<file path="config.mk">
export PLATFORM = sky130hd
export DESIGN_NAME = omni_wheel_drive_mixer
export DESIGN_NICKNAME = d
export VERILOG_FILES = /design/src/hw/rtl/owdm_pkg.sv /design/src/hw/rtl/omni_wheel_drive_mixer.sv /design/src/hw/rtl/owdm_div.sv /design/src/hw/rtl/owdm_front.sv /design/src/hw/rtl/owdm_back.sv
export SDC_FILE = /design/constraint.sdc
export NUM_CORES = 2
export LEC_CHECK = 0
export BUFFER_PORTS_ARGS = -buffer_cell sky130_fd_sc_hd__buf_4
export CAP_MARGIN = 20
export CORE_UTILIZATION = 39
export CTS_BUF_LIST = sky130_fd_sc_hd__clkbuf_4 sky130_fd_sc_hd__clkbuf_8
export DETAILED_ROUTE_END_ITERATION = 10
export PLACE_DENSITY = 0.53
export SLEW_MARGIN = 10
export SYNTH_ARGS = -nofsm -noshare
export SYNTH_HDL_FRONTEND = slang
export SYNTH_SLANG_ARGS = --single-unit
</file>
<file path="constraint.sdc">
create_clock -name clk_i -period 26.6 [get_ports clk_i]
set_input_delay 1.33 -clock clk_i [delete_from_list [all_inputs] [get_ports clk_i]]
set_output_delay 1.33 -clock clk_i [all_outputs]
set_load 0.005 [all_outputs]
</file>
<file path="src/hw/rtl/owdm_pkg.sv">
// ----------------------------------------------------------------------------
// owdm_pkg
// Shared types and constants of the omnidirectional wheel drive mixer.
// ----------------------------------------------------------------------------
package owdm_pkg;

  localparam int WHEEL_COUNT   = 4;
  localparam int FRACTION_BITS = 14;
  localparam int ONE           = 1 << FRACTION_BITS;
  localparam int NEGLIGIBLE    = ONE / 1000;
  localparam int LANE_W        = 16;
  localparam int LEVEL_W       = 15;
  localparam int DVD_W         = 48;
  localparam int DVS_W         = 32;
  localparam int QUEUE_DEPTH   = 4;
  localparam int CFG_IDX_W     = 4;
  localparam int CFG_DATA_W    = 64;

  typedef enum logic [CFG_IDX_W-1:0] {
    CFG_COSINES   = 4'd0,
    CFG_SINES     = 4'd1,
    CFG_ROT_GAINS = 4'd2,
    CFG_OUT_GAINS = 4'd3,
    CFG_FLAGS     = 4'd4,
    CFG_MAXIMUM   = 4'd5,
    CFG_MINIMUM   = 4'd6,
    CFG_NORMALIZE = 4'd7
  } cfg_idx_e;

  typedef struct packed {
    logic signed [LANE_W-1:0] translation_x;
    logic signed [LANE_W-1:0] translation_y;
    logic signed [LANE_W-1:0] rotation;
  } cmd_t;

  typedef struct packed {
    logic signed [LANE_W-1:0] wheel_zero;
    logic signed [LANE_W-1:0] wheel_one;
    logic signed [LANE_W-1:0] wheel_two;
    logic signed [LANE_W-1:0] wheel_three;
  } res_t;

  typedef struct packed {
    logic [CFG_DATA_W-1:0] direction_cosines;
    logic [CFG_DATA_W-1:0] direction_sines;
    logic [CFG_DATA_W-1:0] rotation_gains;
    logic [CFG_DATA_W-1:0] output_gains;
    logic [7:0]            wheel_flags;
    logic [LEVEL_W-1:0]    maximum_output;
    logic [LEVEL_W-1:0]    minimum_output;
    logic                  normalize_translation;
  } cfg_t;

  typedef struct packed {
    cmd_t cmd;
    logic normalize;
  } entry_t;

  typedef enum logic [4:0] {
    S_IDLE, S_SQX, S_SQY, S_ROOT, S_MCHK, S_NC, S_NS, S_NCHK,
    S_NXM, S_NXW, S_NYM, S_NYW, S_PX, S_PY, S_PR, S_LCHK,
    S_SCL, S_SCLW, S_OG, S_OL, S_RM, S_RMW, S_EMIT
  } back_state_e;

endpackage

</file>
<file path="src/hw/rtl/omni_wheel_drive_mixer.sv">
// ----------------------------------------------------------------------------
// omni_wheel_drive_mixer
// Four-wheel omnidirectional drive mixer: drive command in, wheel values out.
// ----------------------------------------------------------------------------
// Usage:
//   Command channel: drive cmd_i and raise start; the word is taken at a
//   clock edge where start is high and busy is low. busy rises only while
//   the four-entry command queue is full. The idle sequencer pulls a word
//   out in the cycle after it lands, so from idle up to five commands can
//   be handed over back to back, four waiting while the first is mixed.
//   Result channel: done_o is high for exactly one cycle with the four
//   wheel values on result_o. The receiver cannot stall; results come out
//   in command order.
//   Configuration channel: cfg_valid_i with cfg_index_i and cfg_data_i;
//   cfg_ready_o is always high. Write only while no command is in flight.
//   Indexes beyond the register list are dropped.
//   Sequencing: the back end mixes one command at a time with one shared
//   multiplier and a shared 48-step divider. Normalization, saturation
//   scaling and startup remap each add divisions; the next command can
//   start in the cycle of the result strobe.
//   Reset: the queue empties, the sequencer idles and the registers take
//   their defaults (unit gains, all wheels enabled, full power ceiling).
// ----------------------------------------------------------------------------
module omni_wheel_drive_mixer import owdm_pkg::*; (
  input  logic                  clk_i,
  input  logic                  rst_ni,
  input  logic                  start,
  output logic                  busy,
  input  cmd_t                  cmd_i,
  output logic                  done_o,
  output res_t                  result_o,
  input  logic                  cfg_valid_i,
  output logic                  cfg_ready_o,
  input  logic [CFG_IDX_W-1:0]  cfg_index_i,
  input  logic [CFG_DATA_W-1:0] cfg_data_i
);

  cfg_t   cfg_q, cfg_d;
  logic   q_valid;
  logic   q_pop;
  entry_t q_entry;

  assign cfg_ready_o = 1'b1;

  // decode a register write, mask each to its width
  always_comb begin
    cfg_d = cfg_q;
    if (cfg_valid_i && cfg_ready_o) begin
      unique case (cfg_index_i)
        CFG_COSINES:   cfg_d.direction_cosines     = cfg_data_i;
        CFG_SINES:     cfg_d.direction_sines       = cfg_data_i;
        CFG_ROT_GAINS: cfg_d.rotation_gains        = cfg_data_i;
        CFG_OUT_GAINS: cfg_d.output_gains          = cfg_data_i;
        CFG_FLAGS:     cfg_d.wheel_flags           = cfg_data_i[7:0];
        CFG_MAXIMUM:   cfg_d.maximum_output        = cfg_data_i[LEVEL_W-1:0];
        CFG_MINIMUM:   cfg_d.minimum_output        = cfg_data_i[LEVEL_W-1:0];
        CFG_NORMALIZE: cfg_d.normalize_translation = cfg_data_i[0];
        default:       cfg_d = cfg_q;
      endcase
    end
  end

  always_ff @(posedge clk_i or negedge rst_ni) begin
    if (!rst_ni) begin
      cfg_q.direction_cosines     <= '0;
      cfg_q.direction_sines       <= '0;
      cfg_q.rotation_gains        <= 64'h4000_4000_4000_4000;
      cfg_q.output_gains          <= 64'h4000_4000_4000_4000;
      cfg_q.wheel_flags           <= 8'h0f;
      cfg_q.maximum_output        <= LEVEL_W'(ONE);
      cfg_q.minimum_output        <= '0;
      cfg_q.normalize_translation <= 1'b0;
    end else begin
      cfg_q <= cfg_d;
    end
  end

  // intake and queue
  owdm_front u_front (
    .clk_i       (clk_i),
    .rst_ni      (rst_ni),
    .start       (start),
    .cmd_i       (cmd_i),
    .normalize_i (cfg_q.normalize_translation),
    .pop_i       (q_pop),
    .busy        (busy),
    .valid_o     (q_valid),
    .entry_o     (q_entry)
  );

  // mixing sequencer
  owdm_back u_back (
    .clk_i    (clk_i),
    .rst_ni   (rst_ni),
    .cfg_i    (cfg_q),
    .valid_i  (q_valid),
    .entry_i  (q_entry),
    .pop_o    (q_pop),
    .done_o   (done_o),
    .result_o (result_o)
  );

endmodule

</file>
<file path="src/hw/rtl/owdm_div.sv">
// ----------------------------------------------------------------------------
// owdm_div
// Unsigned restoring divider, one quotient bit per cycle.
// ----------------------------------------------------------------------------
module owdm_div import owdm_pkg::*; (
  input  logic             clk_i,
  input  logic             rst_ni,
  input  logic             start_i,
  input  logic [DVD_W-1:0] dividend_i,
  input  logic [DVS_W-1:0] divisor_i,
  output logic             done_o,
  output logic [DVD_W-1:0] quotient_o
);

  localparam int CNT_W = $clog2(DVD_W);

  logic             run_q, run_d;
  logic             done_q, done_d;
  logic [CNT_W-1:0] cnt_q, cnt_d;
  logic [DVS_W:0]   rem_q, rem_d;
  logic [DVD_W-1:0] quo_q, quo_d;
  logic [DVS_W-1:0] dvs_q, dvs_d;
  logic [DVS_W:0]   trial;

  always_comb begin
    run_d  = run_q;
    done_d = 1'b0;
    cnt_d  = cnt_q;
    rem_d  = rem_q;
    quo_d  = quo_q;
    dvs_d  = dvs_q;
    trial  = {rem_q[DVS_W-1:0], quo_q[DVD_W-1]};
    if (start_i) begin
      run_d = 1'b1;
      cnt_d = '0;
      rem_d = '0;
      quo_d = dividend_i;
      dvs_d = divisor_i;
    end else if (run_q) begin
      // shift in one dividend bit, subtract when it fits
      if (trial >= {1'b0, dvs_q}) begin
        rem_d = trial - {1'b0, dvs_q};
        quo_d = {quo_q[DVD_W-2:0], 1'b1};
      end else begin
        rem_d = trial;
        quo_d = {quo_q[DVD_W-2:0], 1'b0};
      end
      cnt_d = cnt_q + 1'b1;
      if (cnt_q == CNT_W'(DVD_W - 1)) begin
        run_d  = 1'b0;
        done_d = 1'b1;
      end
    end
  end

  always_ff @(posedge clk_i or negedge rst_ni) begin
    if (!rst_ni) begin
      run_q  <= 1'b0;
      done_q <= 1'b0;
      cnt_q  <= '0;
    end else begin
      run_q  <= run_d;
      done_q <= done_d;
      cnt_q  <= cnt_d;
    end
  end

  always_ff @(posedge clk_i) begin
    rem_q <= rem_d;
    quo_q <= quo_d;
    dvs_q <= dvs_d;
  end

  assign done_o     = done_q;
  assign quotient_o = quo_q;

endmodule

</file>
<file path="src/hw/rtl/owdm_front.sv">
// ----------------------------------------------------------------------------
// owdm_front
// Command intake: tag each command with its path and hold it in a short queue.
// ----------------------------------------------------------------------------
module owdm_front import owdm_pkg::*; (
  input  logic   clk_i,
  input  logic   rst_ni,
  input  logic   start,
  input  cmd_t   cmd_i,
  input  logic   normalize_i,
  input  logic   pop_i,
  output logic   busy,
  output logic   valid_o,
  output entry_t entry_o
);

  localparam int PTR_W = $clog2(QUEUE_DEPTH);
  localparam int CNT_W = $clog2(QUEUE_DEPTH + 1);

  entry_t           entries_q [QUEUE_DEPTH];
  logic [PTR_W-1:0] wr_ptr_q, wr_ptr_d;
  logic [PTR_W-1:0] rd_ptr_q, rd_ptr_d;
  logic [CNT_W-1:0] count_q, count_d;
  logic             push;
  logic             pop;

  assign busy    = (count_q == CNT_W'(QUEUE_DEPTH));
  assign valid_o = (count_q != '0);
  assign push    = start && !busy;
  assign pop     = pop_i && valid_o;
  assign entry_o = entries_q[rd_ptr_q];

  always_comb begin
    wr_ptr_d = push ? wr_ptr_q + 1'b1 : wr_ptr_q;
    rd_ptr_d = pop  ? rd_ptr_q + 1'b1 : rd_ptr_q;
    count_d  = count_q + CNT_W'(push) - CNT_W'(pop);
  end

  always_ff @(posedge clk_i or negedge rst_ni) begin
    if (!rst_ni) begin
      wr_ptr_q <= '0;
      rd_ptr_q <= '0;
      count_q  <= '0;
    end else begin
      wr_ptr_q <= wr_ptr_d;
      rd_ptr_q <= rd_ptr_d;
      count_q  <= count_d;
    end
  end

  // tag the word with the path it takes through the back end
  always_ff @(posedge clk_i) begin
    if (push) begin
      entries_q[wr_ptr_q] <= '{cmd: cmd_i, normalize: normalize_i};
    end
  end

endmodule

</file>
<file path="src/hw/rtl/owdm_back.sv">
// ----------------------------------------------------------------------------
// owdm_back
// Sequencer with one shared multiplier and one shared divider.
// ----------------------------------------------------------------------------
module owdm_back import owdm_pkg::*; (
  input  logic   clk_i,
  input  logic   rst_ni,
  input  cfg_t   cfg_i,
  input  logic   valid_i,
  input  entry_t entry_i,
  output logic   pop_o,
  output logic   done_o,
  output res_t   result_o
);

  localparam int XW = 28;
  localparam int VW = 30;
  localparam int PW = 45;
  localparam int AW = 46;

  localparam logic [1:0] LAST_WHEEL = 2'(WHEEL_COUNT - 1);

  back_state_e               st_q, st_d;
  logic [1:0]                k_q, k_d;
  logic signed [XW-1:0]      x_q, x_d, y_q, y_d;
  logic signed [LANE_W-1:0]  r_q, r_d;
  logic signed [AW-1:0]      acc_q, acc_d;
  logic [31:0]               rad_q, rad_d, root_q, root_d;
  logic [3:0]                iter_q, iter_d;
  logic [31:0]               p_q, p_d;
  logic signed [VW-1:0]      v_q [WHEEL_COUNT];
  logic signed [VW-1:0]      v_d [WHEEL_COUNT];
  logic [VW-1:0]             largest_q, largest_d;
  logic signed [17:0]        t_q, t_d;
  logic                      neg_q, neg_d;
  logic [LEVEL_W-1:0]        mag_q, mag_d;
  logic signed [LANE_W-1:0]  out_q [WHEEL_COUNT];
  logic signed [LANE_W-1:0]  out_d [WHEEL_COUNT];
  logic                      done_q, done_d;

  logic signed [XW-1:0]      mul_a;
  logic signed [16:0]        mul_b;
  logic signed [PW-1:0]      prod;
  logic signed [AW-1:0]      prod_x, sum, sum_mag, trunc_p, trunc_s;
  logic signed [LANE_W-1:0]  cos_k, sin_k, rgain_k, ogain_k;
  logic [LEVEL_W-1:0]        lim, e_min;
  logic [31:0]               bit_w;
  logic [32:0]               trial;
  logic [VW-1:0]             v_mag;
  logic signed [17:0]        q_w;
  logic [17:0]               q_mag;
  logic [15:0]               rem_w;
  logic                      div_start;
  logic [DVD_W-1:0]          div_dvd;
  logic [DVS_W-1:0]          div_dvs;
  logic                      div_done;
  logic [DVD_W-1:0]          div_quo;

  function automatic logic signed [AW-1:0] tdiv_one(input logic signed [AW-1:0] val);
    logic [AW-1:0] m;
    m = val[AW-1] ? AW'(-val) : AW'(val);
    m = m >> FRACTION_BITS;
    if (val[AW-1]) begin
      m = -m;
    end
    return m;
  endfunction

  assign cos_k   = cfg_i.direction_cosines[LANE_W*k_q +: LANE_W];
  assign sin_k   = cfg_i.direction_sines[LANE_W*k_q +: LANE_W];
  assign rgain_k = cfg_i.rotation_gains[LANE_W*k_q +: LANE_W];
  assign ogain_k = cfg_i.output_gains[LANE_W*k_q +: LANE_W];
  assign lim     = (cfg_i.maximum_output > LEVEL_W'(ONE)) ? LEVEL_W'(ONE)
                                                          : cfg_i.maximum_output;
  assign e_min   = (cfg_i.minimum_output < lim) ? cfg_i.minimum_output : lim;

  // shared multiplier operand select
  always_comb begin
    mul_a = '0;
    mul_b = '0;
    unique case (st_q)
      S_SQX:        begin mul_a = x_q; mul_b = x_q[16:0]; end
      S_SQY:        begin mul_a = y_q; mul_b = y_q[16:0]; end
      S_NC, S_PX:   begin mul_a = x_q; mul_b = 17'(cos_k); end
      S_NS, S_PY:   begin mul_a = y_q; mul_b = 17'(sin_k); end
      S_NXM:        begin mul_a = x_q; mul_b = {1'b0, root_q[15:0]}; end
      S_NYM:        begin mul_a = y_q; mul_b = {1'b0, root_q[15:0]}; end
      S_PR:         begin mul_a = XW'(r_q); mul_b = 17'(rgain_k); end
      S_OG:         begin mul_a = v_q[k_q][XW-1:0]; mul_b = 17'(ogain_k); end
      S_OL:         begin mul_a = XW'(t_q); mul_b = {2'b00, lim}; end
      S_RM:         begin
        mul_a = XW'({1'b0, lim - e_min});
        mul_b = {2'b00, mag_q};
      end
      default:      begin mul_a = '0; mul_b = '0; end
    endcase
  end

  assign prod    = mul_a * mul_b;
  assign prod_x  = AW'(prod);
  assign sum     = acc_q + prod_x;
  assign sum_mag = sum[AW-1] ? -sum : sum;
  assign trunc_p = tdiv_one(prod_x);
  assign trunc_s = tdiv_one(sum);
  assign bit_w   = 32'(1) << (5'd30 - {iter_q, 1'b0});
  assign trial   = {1'b0, root_q} + {1'b0, bit_w};
  assign v_mag   = v_q[k_q][VW-1] ? VW'(-v_q[k_q]) : VW'(v_q[k_q]);

  always_comb begin
    st_d      = st_q;
    k_d       = k_q;
    x_d       = x_q;
    y_d       = y_q;
    r_d       = r_q;
    acc_d     = acc_q;
    rad_d     = rad_q;
    root_d    = root_q;
    iter_d    = iter_q;
    p_d       = p_q;
    v_d       = v_q;
    largest_d = largest_q;
    t_d       = t_q;
    neg_d     = neg_q;
    mag_d     = mag_q;
    out_d     = out_q;
    done_d    = 1'b0;
    pop_o     = 1'b0;
    div_start = 1'b0;
    div_dvd   = '0;
    div_dvs   = '0;
    q_w       = '0;
    q_mag     = '0;
    rem_w     = '0;
    unique case (st_q)
      S_IDLE: begin
        if (valid_i) begin
          pop_o     = 1'b1;
          x_d       = XW'(entry_i.cmd.translation_x);
          y_d       = XW'(entry_i.cmd.translation_y);
          r_d       = entry_i.cmd.rotation;
          largest_d = '0;
          k_d       = '0;
          st_d      = entry_i.normalize ? S_SQX : S_PX;
        end
      end
      S_SQX: begin
        acc_d = prod_x;
        st_d  = S_SQY;
      end
      S_SQY: begin
        rad_d  = sum[31:0];
        root_d = '0;
        iter_d = '0;
        st_d   = S_ROOT;
      end
      S_ROOT: begin
        // one digit of the integer square root
        if ({1'b0, rad_q} >= trial) begin
          rad_d  = rad_q - trial[31:0];
          root_d = (root_q >> 1) + bit_w;
        end else begin
          root_d = root_q >> 1;
        end
        iter_d = iter_q + 1'b1;
        if (iter_q == 4'hf) begin
          st_d = S_MCHK;
        end
      end
      S_MCHK: begin
        k_d = '0;
        p_d = '0;
        st_d = (root_q < 32'(NEGLIGIBLE)) ? S_PX : S_NC;
      end
      S_NC: begin
        acc_d = prod_x;
        st_d  = S_NS;
      end
      S_NS: begin
        if (sum_mag[31:0] > p_q) begin
          p_d = sum_mag[31:0];
        end
        k_d  = k_q + 1'b1;
        st_d = (k_q == LAST_WHEEL) ? S_NCHK : S_NC;
      end
      S_NCHK: begin
        k_d  = '0;
        st_d = (36'(p_q) >= 36'(root_q[15:0]) * 36'(NEGLIGIBLE)) ? S_NXM : S_PX;
      end
      S_NXM, S_NYM: begin
        div_start = 1'b1;
        div_dvd   = DVD_W'(prod_x[AW-1] ? -prod_x : prod_x) << FRACTION_BITS;
        div_dvs   = p_q;
        neg_d     = prod_x[AW-1];
        st_d      = (st_q == S_NXM) ? S_NXW : S_NYW;
      end
      S_NXW: begin
        if (div_done) begin
          x_d  = neg_q ? -XW'(div_quo) : XW'(div_quo);
          st_d = S_NYM;
        end
      end
      S_NYW: begin
        if (div_done) begin
          y_d  = neg_q ? -XW'(div_quo) : XW'(div_quo);
          st_d = S_PX;
        end
      end
      S_PX: begin
        acc_d = prod_x;
        st_d  = S_PY;
      end
      S_PY: begin
        acc_d = sum;
        st_d  = S_PR;
      end
      S_PR: begin
        v_d[k_q] = VW'(trunc_s);
        if ((trunc_s[AW-1] ? VW'(-trunc_s) : VW'(trunc_s)) > largest_q) begin
          largest_d = trunc_s[AW-1] ? VW'(-trunc_s) : VW'(trunc_s);
        end
        k_d  = k_q + 1'b1;
        st_d = (k_q == LAST_WHEEL) ? S_LCHK : S_PX;
      end
      S_LCHK: begin
        k_d  = '0;
        st_d = (largest_q > VW'(ONE)) ? S_SCL : S_OG;
      end
      S_SCL: begin
        div_start = 1'b1;
        div_dvd   = DVD_W'(v_mag) << FRACTION_BITS;
        div_dvs   = DVS_W'(largest_q);
        st_d      = S_SCLW;
      end
      S_SCLW: begin
        if (div_done) begin
          v_d[k_q] = v_q[k_q][VW-1] ? -VW'(div_quo) : VW'(div_quo);
          k_d      = k_q + 1'b1;
          st_d     = (k_q == LAST_WHEEL) ? S_OG : S_SCL;
        end
      end
      S_OG: begin
        if (!cfg_i.wheel_flags[k_q]) begin
          out_d[k_q] = '0;
          k_d        = k_q + 1'b1;
          st_d       = (k_q == LAST_WHEEL) ? S_EMIT : S_OG;
        end else begin
          t_d  = cfg_i.wheel_flags[4 + k_q] ? -trunc_p[17:0] : trunc_p[17:0];
          st_d = S_OL;
        end
      end
      S_OL: begin
        q_w = trunc_p[17:0];
        if (q_w > $signed({3'b000, lim})) begin
          q_w = $signed({3'b000, lim});
        end
        if (q_w < -$signed({3'b000, lim})) begin
          q_w = -$signed({3'b000, lim});
        end
        q_mag = q_w[17] ? 18'(-q_w) : 18'(q_w);
        neg_d = q_w[17];
        mag_d = q_mag[LEVEL_W-1:0];
        if (q_mag >= 18'(NEGLIGIBLE) && cfg_i.minimum_output != '0 && lim != '0) begin
          st_d = S_RM;
        end else begin
          out_d[k_q] = q_w[15:0];
          k_d        = k_q + 1'b1;
          st_d       = (k_q == LAST_WHEEL) ? S_EMIT : S_OG;
        end
      end
      S_RM: begin
        div_start = 1'b1;
        div_dvd   = DVD_W'(prod_x[31:0]);
        div_dvs   = DVS_W'(lim);
        st_d      = S_RMW;
      end
      S_RMW: begin
        if (div_done) begin
          // lift the magnitude above the startup minimum, keep the sign
          rem_w      = 16'(e_min) + 16'(div_quo[LEVEL_W-1:0]);
          out_d[k_q] = neg_q ? -rem_w : rem_w;
          k_d        = k_q + 1'b1;
          st_d       = (k_q == LAST_WHEEL) ? S_EMIT : S_OG;
        end
      end
      S_EMIT: begin
        done_d = 1'b1;
        st_d   = S_IDLE;
      end
      default: begin
        st_d = S_IDLE;
      end
    endcase
  end

  always_ff @(posedge clk_i or negedge rst_ni) begin
    if (!rst_ni) begin
      st_q   <= S_IDLE;
      k_q    <= '0;
      iter_q <= '0;
      done_q <= 1'b0;
    end else begin
      st_q   <= st_d;
      k_q    <= k_d;
      iter_q <= iter_d;
      done_q <= done_d;
    end
  end

  always_ff @(posedge clk_i) begin
    x_q       <= x_d;
    y_q       <= y_d;
    r_q       <= r_d;
    acc_q     <= acc_d;
    rad_q     <= rad_d;
    root_q    <= root_d;
    p_q       <= p_d;
    v_q       <= v_d;
    largest_q <= largest_d;
    t_q       <= t_d;
    neg_q     <= neg_d;
    mag_q     <= mag_d;
    out_q     <= out_d;
  end

  owdm_div u_div (
    .clk_i      (clk_i),
    .rst_ni     (rst_ni),
    .start_i    (div_start),
    .dividend_i (div_dvd),
    .divisor_i  (div_dvs),
    .done_o     (div_done),
    .quotient_o (div_quo)
  );

  assign done_o               = done_q;
  assign result_o.wheel_zero  = out_q[0];
  assign result_o.wheel_one   = out_q[1];
  assign result_o.wheel_two   = out_q[2];
  assign result_o.wheel_three = out_q[3];

`ifndef SYNTH
  a_done_single : assert property (@(posedge clk_i) disable iff (!rst_ni)
    done_q |=> !done_q) else $error("result strobe held longer than one cycle");
  a_emit_done : assert property (@(posedge clk_i) disable iff (!rst_ni)
    (st_q == S_EMIT) |=> done_q) else $error("finished command gave no strobe");
  a_idle_hold : assert property (@(posedge clk_i) disable iff (!rst_ni)
    (st_q == S_IDLE && !valid_i) |=> (st_q == S_IDLE && !done_q))
    else $error("sequencer left idle without a queued word");
  a_pop_idle : assert property (@(posedge clk_i) disable iff (!rst_ni)
    pop_o |-> (st_q == S_IDLE && valid_i)) else $error("queue popped while busy");
`endif

endmodule
</file>
### Word-level counts from Yosys, hierarchy flattened

Memory sizes are Yosys's and may differ from the RTL's.
Cells that the tools add are included.

| storage, ports and cells | value |
|---|---|
| memories | 1 |
| output and inout port bits | 67 |
| logic and storage cells | 292 |
| input bits | 120 |
| flip-flop bits (word level) | 896 |
| RAM bits | 196 |

Memories:

| memory | words | width | rd ports | clocked after memory_dff | wr ports | RTL line | RTL |
|---|---|---|---|---|---|---|---|
| u_front.entries_q | 4 | 49 | 1 | 0 | 1 | owdm_front.sv:20 | `entry_t entries_q [QUEUE_DEPTH];` |

| cells by class | value |
|---|---|
| reduce and logical (&&, ||, !) cells | 51 |
| magnitude comparators | 16 |
| shift-type cells | 5 |
| add/sub/neg operators | 29 |
| bitwise gates (word level) | 3 |
| equality and inequality tests | 45 |
| multiplexer cells | 101 |
| $mul | 1 |

Operator list:

| kind | number |
|---|---|
| indexed part select 64 x 7 -> 16 bit | 4 |
| bitwise mux 120 bit | 2 |
| 2-to-1 mux 30 bit | 8 |
| one-hot mux 120 bit (2 select lines) | 1 |
| 2-to-1 mux 64 bit | 3 |
| one-hot mux 32 bit (2 select lines) | 3 |
| one-hot mux 64 bit (3 select lines) | 1 |
| one-hot mux 28 bit (6 select lines) | 1 |
| 2-to-1 mux 32 bit | 5 |
| one-hot mux 17 bit (9 select lines) | 1 |
| one-hot mux 48 bit (3 select lines) | 1 |
| bitwise mux 64 bit | 2 |
| 2-to-1 mux 18 bit | 7 |
| 2-to-1 mux 120 bit | 1 |
| 2-to-1 mux 28 bit | 4 |
| one-hot mux 28 bit (2 select lines) | 2 |
| one-hot mux 5 bit (21 select lines) | 1 |
| 2-to-1 mux 48 bit | 2 |
| one-hot mux 32 bit (3 select lines) | 1 |
| 2-to-1 mux 46 bit | 2 |
| one-hot mux 46 bit (2 select lines) | 1 |
| negator 30 bit | 3 |
| bitwise AND 64 bit | 1 |
| NOT 64 bit | 1 |
| other kinds (88) | 193 |

### Longest topological paths before layout

| depth | value |
|---|---|
| word-level depth | 24 |
| mapped depth | 109 |
| gate-level depth less buffers | 105 |

### By module

A second synthesis with hierarchy kept.

| second synthesis, totals | value |
|---|---|
| cells, all modules | 8100 |
| area, all modules | 84907.7 sq um |

By module, submodules not included:

| module | times used | cells an instance | seq. area each (sq um) | area an instance (sq um) |
|---|---|---|---|---|
| owdm_back | 1 | 6556 | 14173.6 | 58686.3 |
| omni_wheel_drive_mixer | 1 | 634 | 7398.3 | 12020.3 |
| owdm_front | 1 | 297 | 6060.8 | 7594.8 |
| owdm_div | 1 | 613 | 3243.1 | 6606.3 |

### Least setup slack after synthesis

Ideal clock, no wire load.

| timing | value |
|---|---|
| path type | reg-to-reg |
| from | register cfg_q[30] in the netlist's numbering |
| to | register u_back.out_q, in the netlist u_back.result_o[0] (enable) |
| path slack | -1090 ps |
| data arrival time | 27046 ps |
| data required time | 25956 ps |
| period minus slack after synthesis | 27690 ps |
| cell stages (with the launch flop) | 103 |
| path buffers | 12 |
| setup time | 644 ps |
| path through | dfstp_2 > clkbuf_1 > nor2b_1 > inv_1 > ha_1 > o21a_1 > o21ai_0 > nand2b_1 > a21oi_1 > nor2b_1 > o21ai_0 > nand2b_1 > a21oi_1 > nor3_1 > a211oi_1 > clkbuf_1 > nand2_1 > o21ai_0 > [67 not listed] > o21ai_0 > nand2b_1 > a21oi_1 > nor3_1 > nor3_1 > o311a_1 > nor2_4 > buf_4 > buf_2 > buf_2 > a21boi_0 > ha_1 > nand2_1 > nor4_1 > mux2_2 > or4_1 > o211a_1 > nor4_1 |

| on the way | value |
|---|---|
| cells in the longest elaborated chain, start to end | 24 |
| elaborated cells on any way between the ends | 27 |
| those cells by class | 5 x add/sub; 1 x mul; 5 x order compare; 1 x eq/ne; 11 x mux; 4 x reduce/logical |

Ends and longest elaborated chain:

| item | RTL line | RTL |
|---|---|---|
| start, declared | omni_wheel_drive_mixer.sv:38 | `cfg_t cfg_q, cfg_d;` |
| start signal, assigned | omni_wheel_drive_mixer.sv:74 | `cfg_q <= cfg_d;` |
| greater-than comparator 15 bit | owdm_back.sv:73 | `assign lim = (cfg_i.maximum_output > LEVEL_W'(ONE)) ? LEVEL_W'(ONE)` |
| 2-to-1 mux 15 bit (*) | owdm_back.sv:73 |  |
| less-than comparator 15 bit | owdm_back.sv:75 | `assign e_min = (cfg_i.minimum_output < lim) ? cfg_i.minimum_output : lim;` |
| 2-to-1 mux 15 bit | owdm_back.sv:75 |  |
| subtractor 15 bit | owdm_back.sv:92 | `mul_a = XW'({1'b0, lim - e_min});` |
| one-hot mux 28 bit (6 select lines) | owdm_back.sv:81 | `unique case (st_q)` |
| multiplier 28 x 17 -> 45 bit | owdm_back.sv:99 | `assign prod = mul_a * mul_b;` |
| negator 32 bit | owdm_back.sv:61 | `m = val[AW-1] ? AW'(-val) : AW'(val);` |
| [8 not listed] | -- |  |
| 2-to-1 mux 18 bit | owdm_back.sv:134 | `unique case (st_q)` |
| negator 18 bit | owdm_back.sv:259 | `q_mag = q_w[17] ? 18'(-q_w) : 18'(q_w);` |
| 2-to-1 mux 18 bit | owdm_back.sv:259 |  |
| >= comparator 18 x 5 -> 1 bit | owdm_back.sv:262 | `if (q_mag >= 18'(NEGLIGIBLE) && cfg_i.minimum_output != '0 && lim != '0) begin` |
| logical AND 1 bit | owdm_back.sv:262 |  |
| logical AND 1 bit (*) | owdm_back.sv:262 |  |
| inequality test 2 bit (no source line) (*) | -- |  |
| AND reduction 4 bit (no source line) (*) | -- |  |
| end signal, assigned | owdm_back.sv:322 | `out_q <= out_d;` |
| end, declared | owdm_back.sv:37 | `logic signed [LANE_W-1:0] out_q [WHEEL_COUNT];` |

Every way passes the cells marked *; elsewhere a longest branch is shown, timed or not. The select of a mux whose other input is x is not followed.
A chain may end at the register's enable or synchronous reset.

### Final worst setup path

| timing | value |
|---|---|
| from | register cfg_q[30] in the netlist's numbering |
| to | register u_back.out_q, in the netlist u_back.result_o[49] (enable) |

The elaborated chain is that of the path after synthesis.

==> impl_summary.txt <==
----------------------------------------------------
[Setup path]
  Most used cell along the critical path ... sky130_fd_sc_hd__a21oi_1
  Critical path launch point type ... flop
  Arrival time of the worst setup path ... 25770 ps
  Crit path largest cell delay ... 890 ps
  Worst Path Class, Setup ... flop to flop
  Highest net fanout along the worst path ... 64
  Worst path required time ... 27160 ps
  Depth of the most critical reg-to-reg path ... 88
  Cell with the largest stage delay on the worst path ... sky130_fd_sc_hd__a21oi_1
  Sort of element at the end of the critical path ... flop

[Cells and area]
  Leading cell types in the layout, fill and taps excluded ... 823 x sky130_fd_sc_hd__nand2_1, 779 x sky130_fd_sc_hd__inv_1, 738 x sky130_fd_sc_hd__edfxtp_1, 719 x sky130_fd_sc_hd__nor2_1, 467 x sky130_fd_sc_hd__fa_1
  Filler cell count ... 20460
  Nets ... 9353
  Commonest non-fill, non-tap cell in the layout ... sky130_fd_sc_hd__nand2_1
  Share of cells above drive strength 1 ... 15.89%
  Fin cells ... 11340
  Layout area overhead ... 11.30%

[Synthesis]
  Warnings from Yosys ... 0
  Synth Register Bits ... 1092
  Instance count of the mapped netlist ... 8158
  Yosys top cell area share ... 26.59%
  Register area share after synthesis ... 37.04%
  Cell type with the highest aggregate area in the netlist ... sky130_fd_sc_hd__edfxtp_1
  Top post-synthesis cells by area ... sky130_fd_sc_hd__edfxtp_1 27%, sky130_fd_sc_hd__fa_1 11%, sky130_fd_sc_hd__dfrtp_1 9.3%
  Distinct cells, synth ... 124
  Synthesized net count ... 9176
  Most instantiated flip-flop cell in the synthesis netlist ... sky130_fd_sc_hd__edfxtp_1
  Number of flops mapped to enable cells by yosys ... 738
  Async SR Flop Fraction ... 29.49%
  Summed instance area of the synthesized netlist ... 0.08336 mm^2
  Syn Area/Cell ... 10.22 um^2

[Detailed routing]
  Initial DRT Pass Iterations ... 10
  Number of vias in the routed layout ... 65020
  Violation count after the first detailed-routing iteration ... 6698
  Wirelength, routed ... 309.9 mm
  Average vias per placed instance ... 5.735
  Wirelength per Cell ... 27.33 um
  Antenna viol nets, final ... 0
  DRC viols ... 0

[STA]
  Fraction of the cycle the final worst path needs ... 94.76%
  Final period demand of the worst path ... 25210 ps
  Final sum of negative setup slack ... 0 ps
  # setup viols final ... 0
  Unrepaired setup endpoints after global routing ... false
  Number of failing hold endpoints at the final stage ... 0
  Slew at the pin with the worst max-slew slack ... 1406 ps
  Setup clock skew after layout ... 63.77 ps
  Relative slew slack ... 6.243%
  Max-slew violation total from the final report ... 0
  Maximum operating frequency ... 39.67 MHz

[Placed design]
  I/O Buffers ... 185
  DP Cell Count ... 10960
  RD Place Congestion ... 1.019
  Post-detailed-placement half-perimeter wirelength ... 237.8 mm

[Clocking]
  Post-CTS setup buffers ... 0
  Level count of the clock H-tree ... 4
  Clock tree sinks ... 1092
  CTS Buf Count ... 198
  TritonCTS clock tree ... done
  Maximum clock insertion buffer count ... 3
  Worst-Skew Late Latency ... 990 ps
  Hold_buf cts ... 0
  Number of instances resized during post-cts repair ... 0
  Root buffer cell ... sky130_fd_sc_hd__clkbuf_8
  Clock edge transition at the registers on the reported setup and hold paths ... 60 ps

[Floorplan]
  Initial core utilization ... 39.27%
  Count of standard-cell rows ... 169
  Io pins ... 187
  DIE HEIGHT ... 464.3 um
  Die Width ... 464.3 um
  Floorplan die area ... 0.2156 mm^2
  CORE AREA ... 0.2123 mm^2

[Min path]
  HP Class ... input pin to asynchronous set/reset pin

[GRT]
  Overall fraction of global-route tracks in use ... 28.48%
  Remaining Overflow, GRT ... 0
  Antenna violations before repair ... 21
  Pin count of the biggest net entering global routing ... 114
  Wire length of the first global-routing pass ... 451.7 mm
  Number of global-route vias before repair ... 64880

[Run status]
  Result of the run ... finished, final reports clean

[Run]
  Max-cap violations ... 0

----------------------------------------------------
==> metrics by stage <==
step | hold slack, ps | utilization, % | setup WS [ps] | cell area, um^2
5_1_grt | 367.9 | 43.70 | 55.02 | 92770
3_3_place_gp | 481.6 | 41.63 | 1665 | 88390
3_5_place_dp | 488.1 | 41.64 | 1926 | 88410
6_report | 362.5 | 43.70 | 1393 | 92780
4_1_cts | 339.7 | 43.69 | 1778 | 92750
2_1_floorplan | 460.1 | - | 1574 | 83370
==> kinds of logic after synthesis <==
| kind of cell | after synthesis | share of synthesized area [%] |
|---|---|---|
| xor+xnor | 486 | 5.156 |
| flops | 1092 | 37.04 |
| other cells | 1 | 0.004499 |
| simple gates | 2480 | 14.03 |
| buf+inv | 1176 | 5.411 |
| mux | 500 | 8.641 |
| fa+ha+maj | 898 | 17.68 |
| compound gates | 1525 | 12.04 |
==> cell usage after synthesis (203+ instances only) <==
| cell | number |
|---|---|
| sky130_fd_sc_hd__a21oi_1 | 425 |
| sky130_fd_sc_hd__and2_1 | 203 |
| sky130_fd_sc_hd__clkbuf_1 | 306 |
| sky130_fd_sc_hd__dfrtp_1 | 309 |
| sky130_fd_sc_hd__edfxtp_1 | 738 |
| sky130_fd_sc_hd__fa_1 | 467 |
| sky130_fd_sc_hd__ha_1 | 431 |
| sky130_fd_sc_hd__inv_1 | 780 |
| sky130_fd_sc_hd__mux2_2 | 311 |
| sky130_fd_sc_hd__nand2_1 | 827 |
| sky130_fd_sc_hd__nor2_1 | 727 |
| sky130_fd_sc_hd__o21ai_0 | 367 |
| sky130_fd_sc_hd__xnor2_1 | 291 |
==> final timing paths <==
check                           start                  end  slack, ps
max in group asynchronous      rst_ni            cfg_q[47]      23740
min in group clk_i         cfg_q[268]           cfg_q[268]        500
max reg2reg                 cfg_q[30]  u_back.result_o[49]       1390
min reg2reg                cfg_q[268]           cfg_q[268]        500
min                            rst_ni   u_front.count_q[2]        360
max                         cfg_q[30]  u_back.result_o[49]       1390
==> critical path, delay by kind of cell, from the launching register on <==
family | cells | cell delay, ps
AO/OA/AOI/OAI | 39 | 9460
XOR/XNOR | 3 | 1070
adder cells (fa/ha/maj) | 11 | 4870
buffers and inverters | 7 | 2240
flip-flops | 1 | 800
multiplexers | 2 | 1030
AND/OR/NAND/NOR | 26 | 5130
==> per-layer routing <==
metal	vias to the layer above	track usage (%)	share of wire, %
li1	29030	-	-
met1	32770	37.89	42
met2	2621	44.01	45
met3	581	6.278	7.7
met4	18	13.56	5.5
met5	-	0	0.034
==> cell type report <==
class / instances / area [um^2] / share of cell area (%)
multi-input combinational: 5891 / 48300 / 52.06
inverter: 787 / 2954 / 3.184
timing repair buffer: 365 / 2743 / 2.956
sequential: 1092 / 30890 / 33.29
tap: 2821 / 3530 / 3.804
antenna: 11 / 27.53 / 0.02967
clock buffer: 286 / 3542 / 3.818
clock inverter: 85 / 794.5 / 0.8563
==> state kept, by name, indices dropped and copies added, names as in the netlist, 2 cells and up <==
name	count
cfg_q	295
u_front.entries_q	196
u_back.v_q	120
u_back.result_o	64
u_back.u_div.quotient_o	48
u_back.acc_q	46
u_back.p_q	32
u_back.rad_q	32
u_back.root_q	32
u_back.u_div.dvs_q	32
u_back.u_div.rem_q	32
u_back.largest_q	30
u_back.x_q	28
u_back.y_q	28
u_back.t_q	18
u_back.r_q	16
u_back.mag_q	15
u_back.u_div.cnt_q	6
u_back.st_q	5
u_back.iter_q	4
u_front.count_q	3
u_back.k_q	2
u_front.rd_ptr_q	2
u_front.wr_ptr_q	2
Power is left out: the tool's default activity adds up to more than one toggle a clock period on the data nets, which glitch-free logic cannot reach.
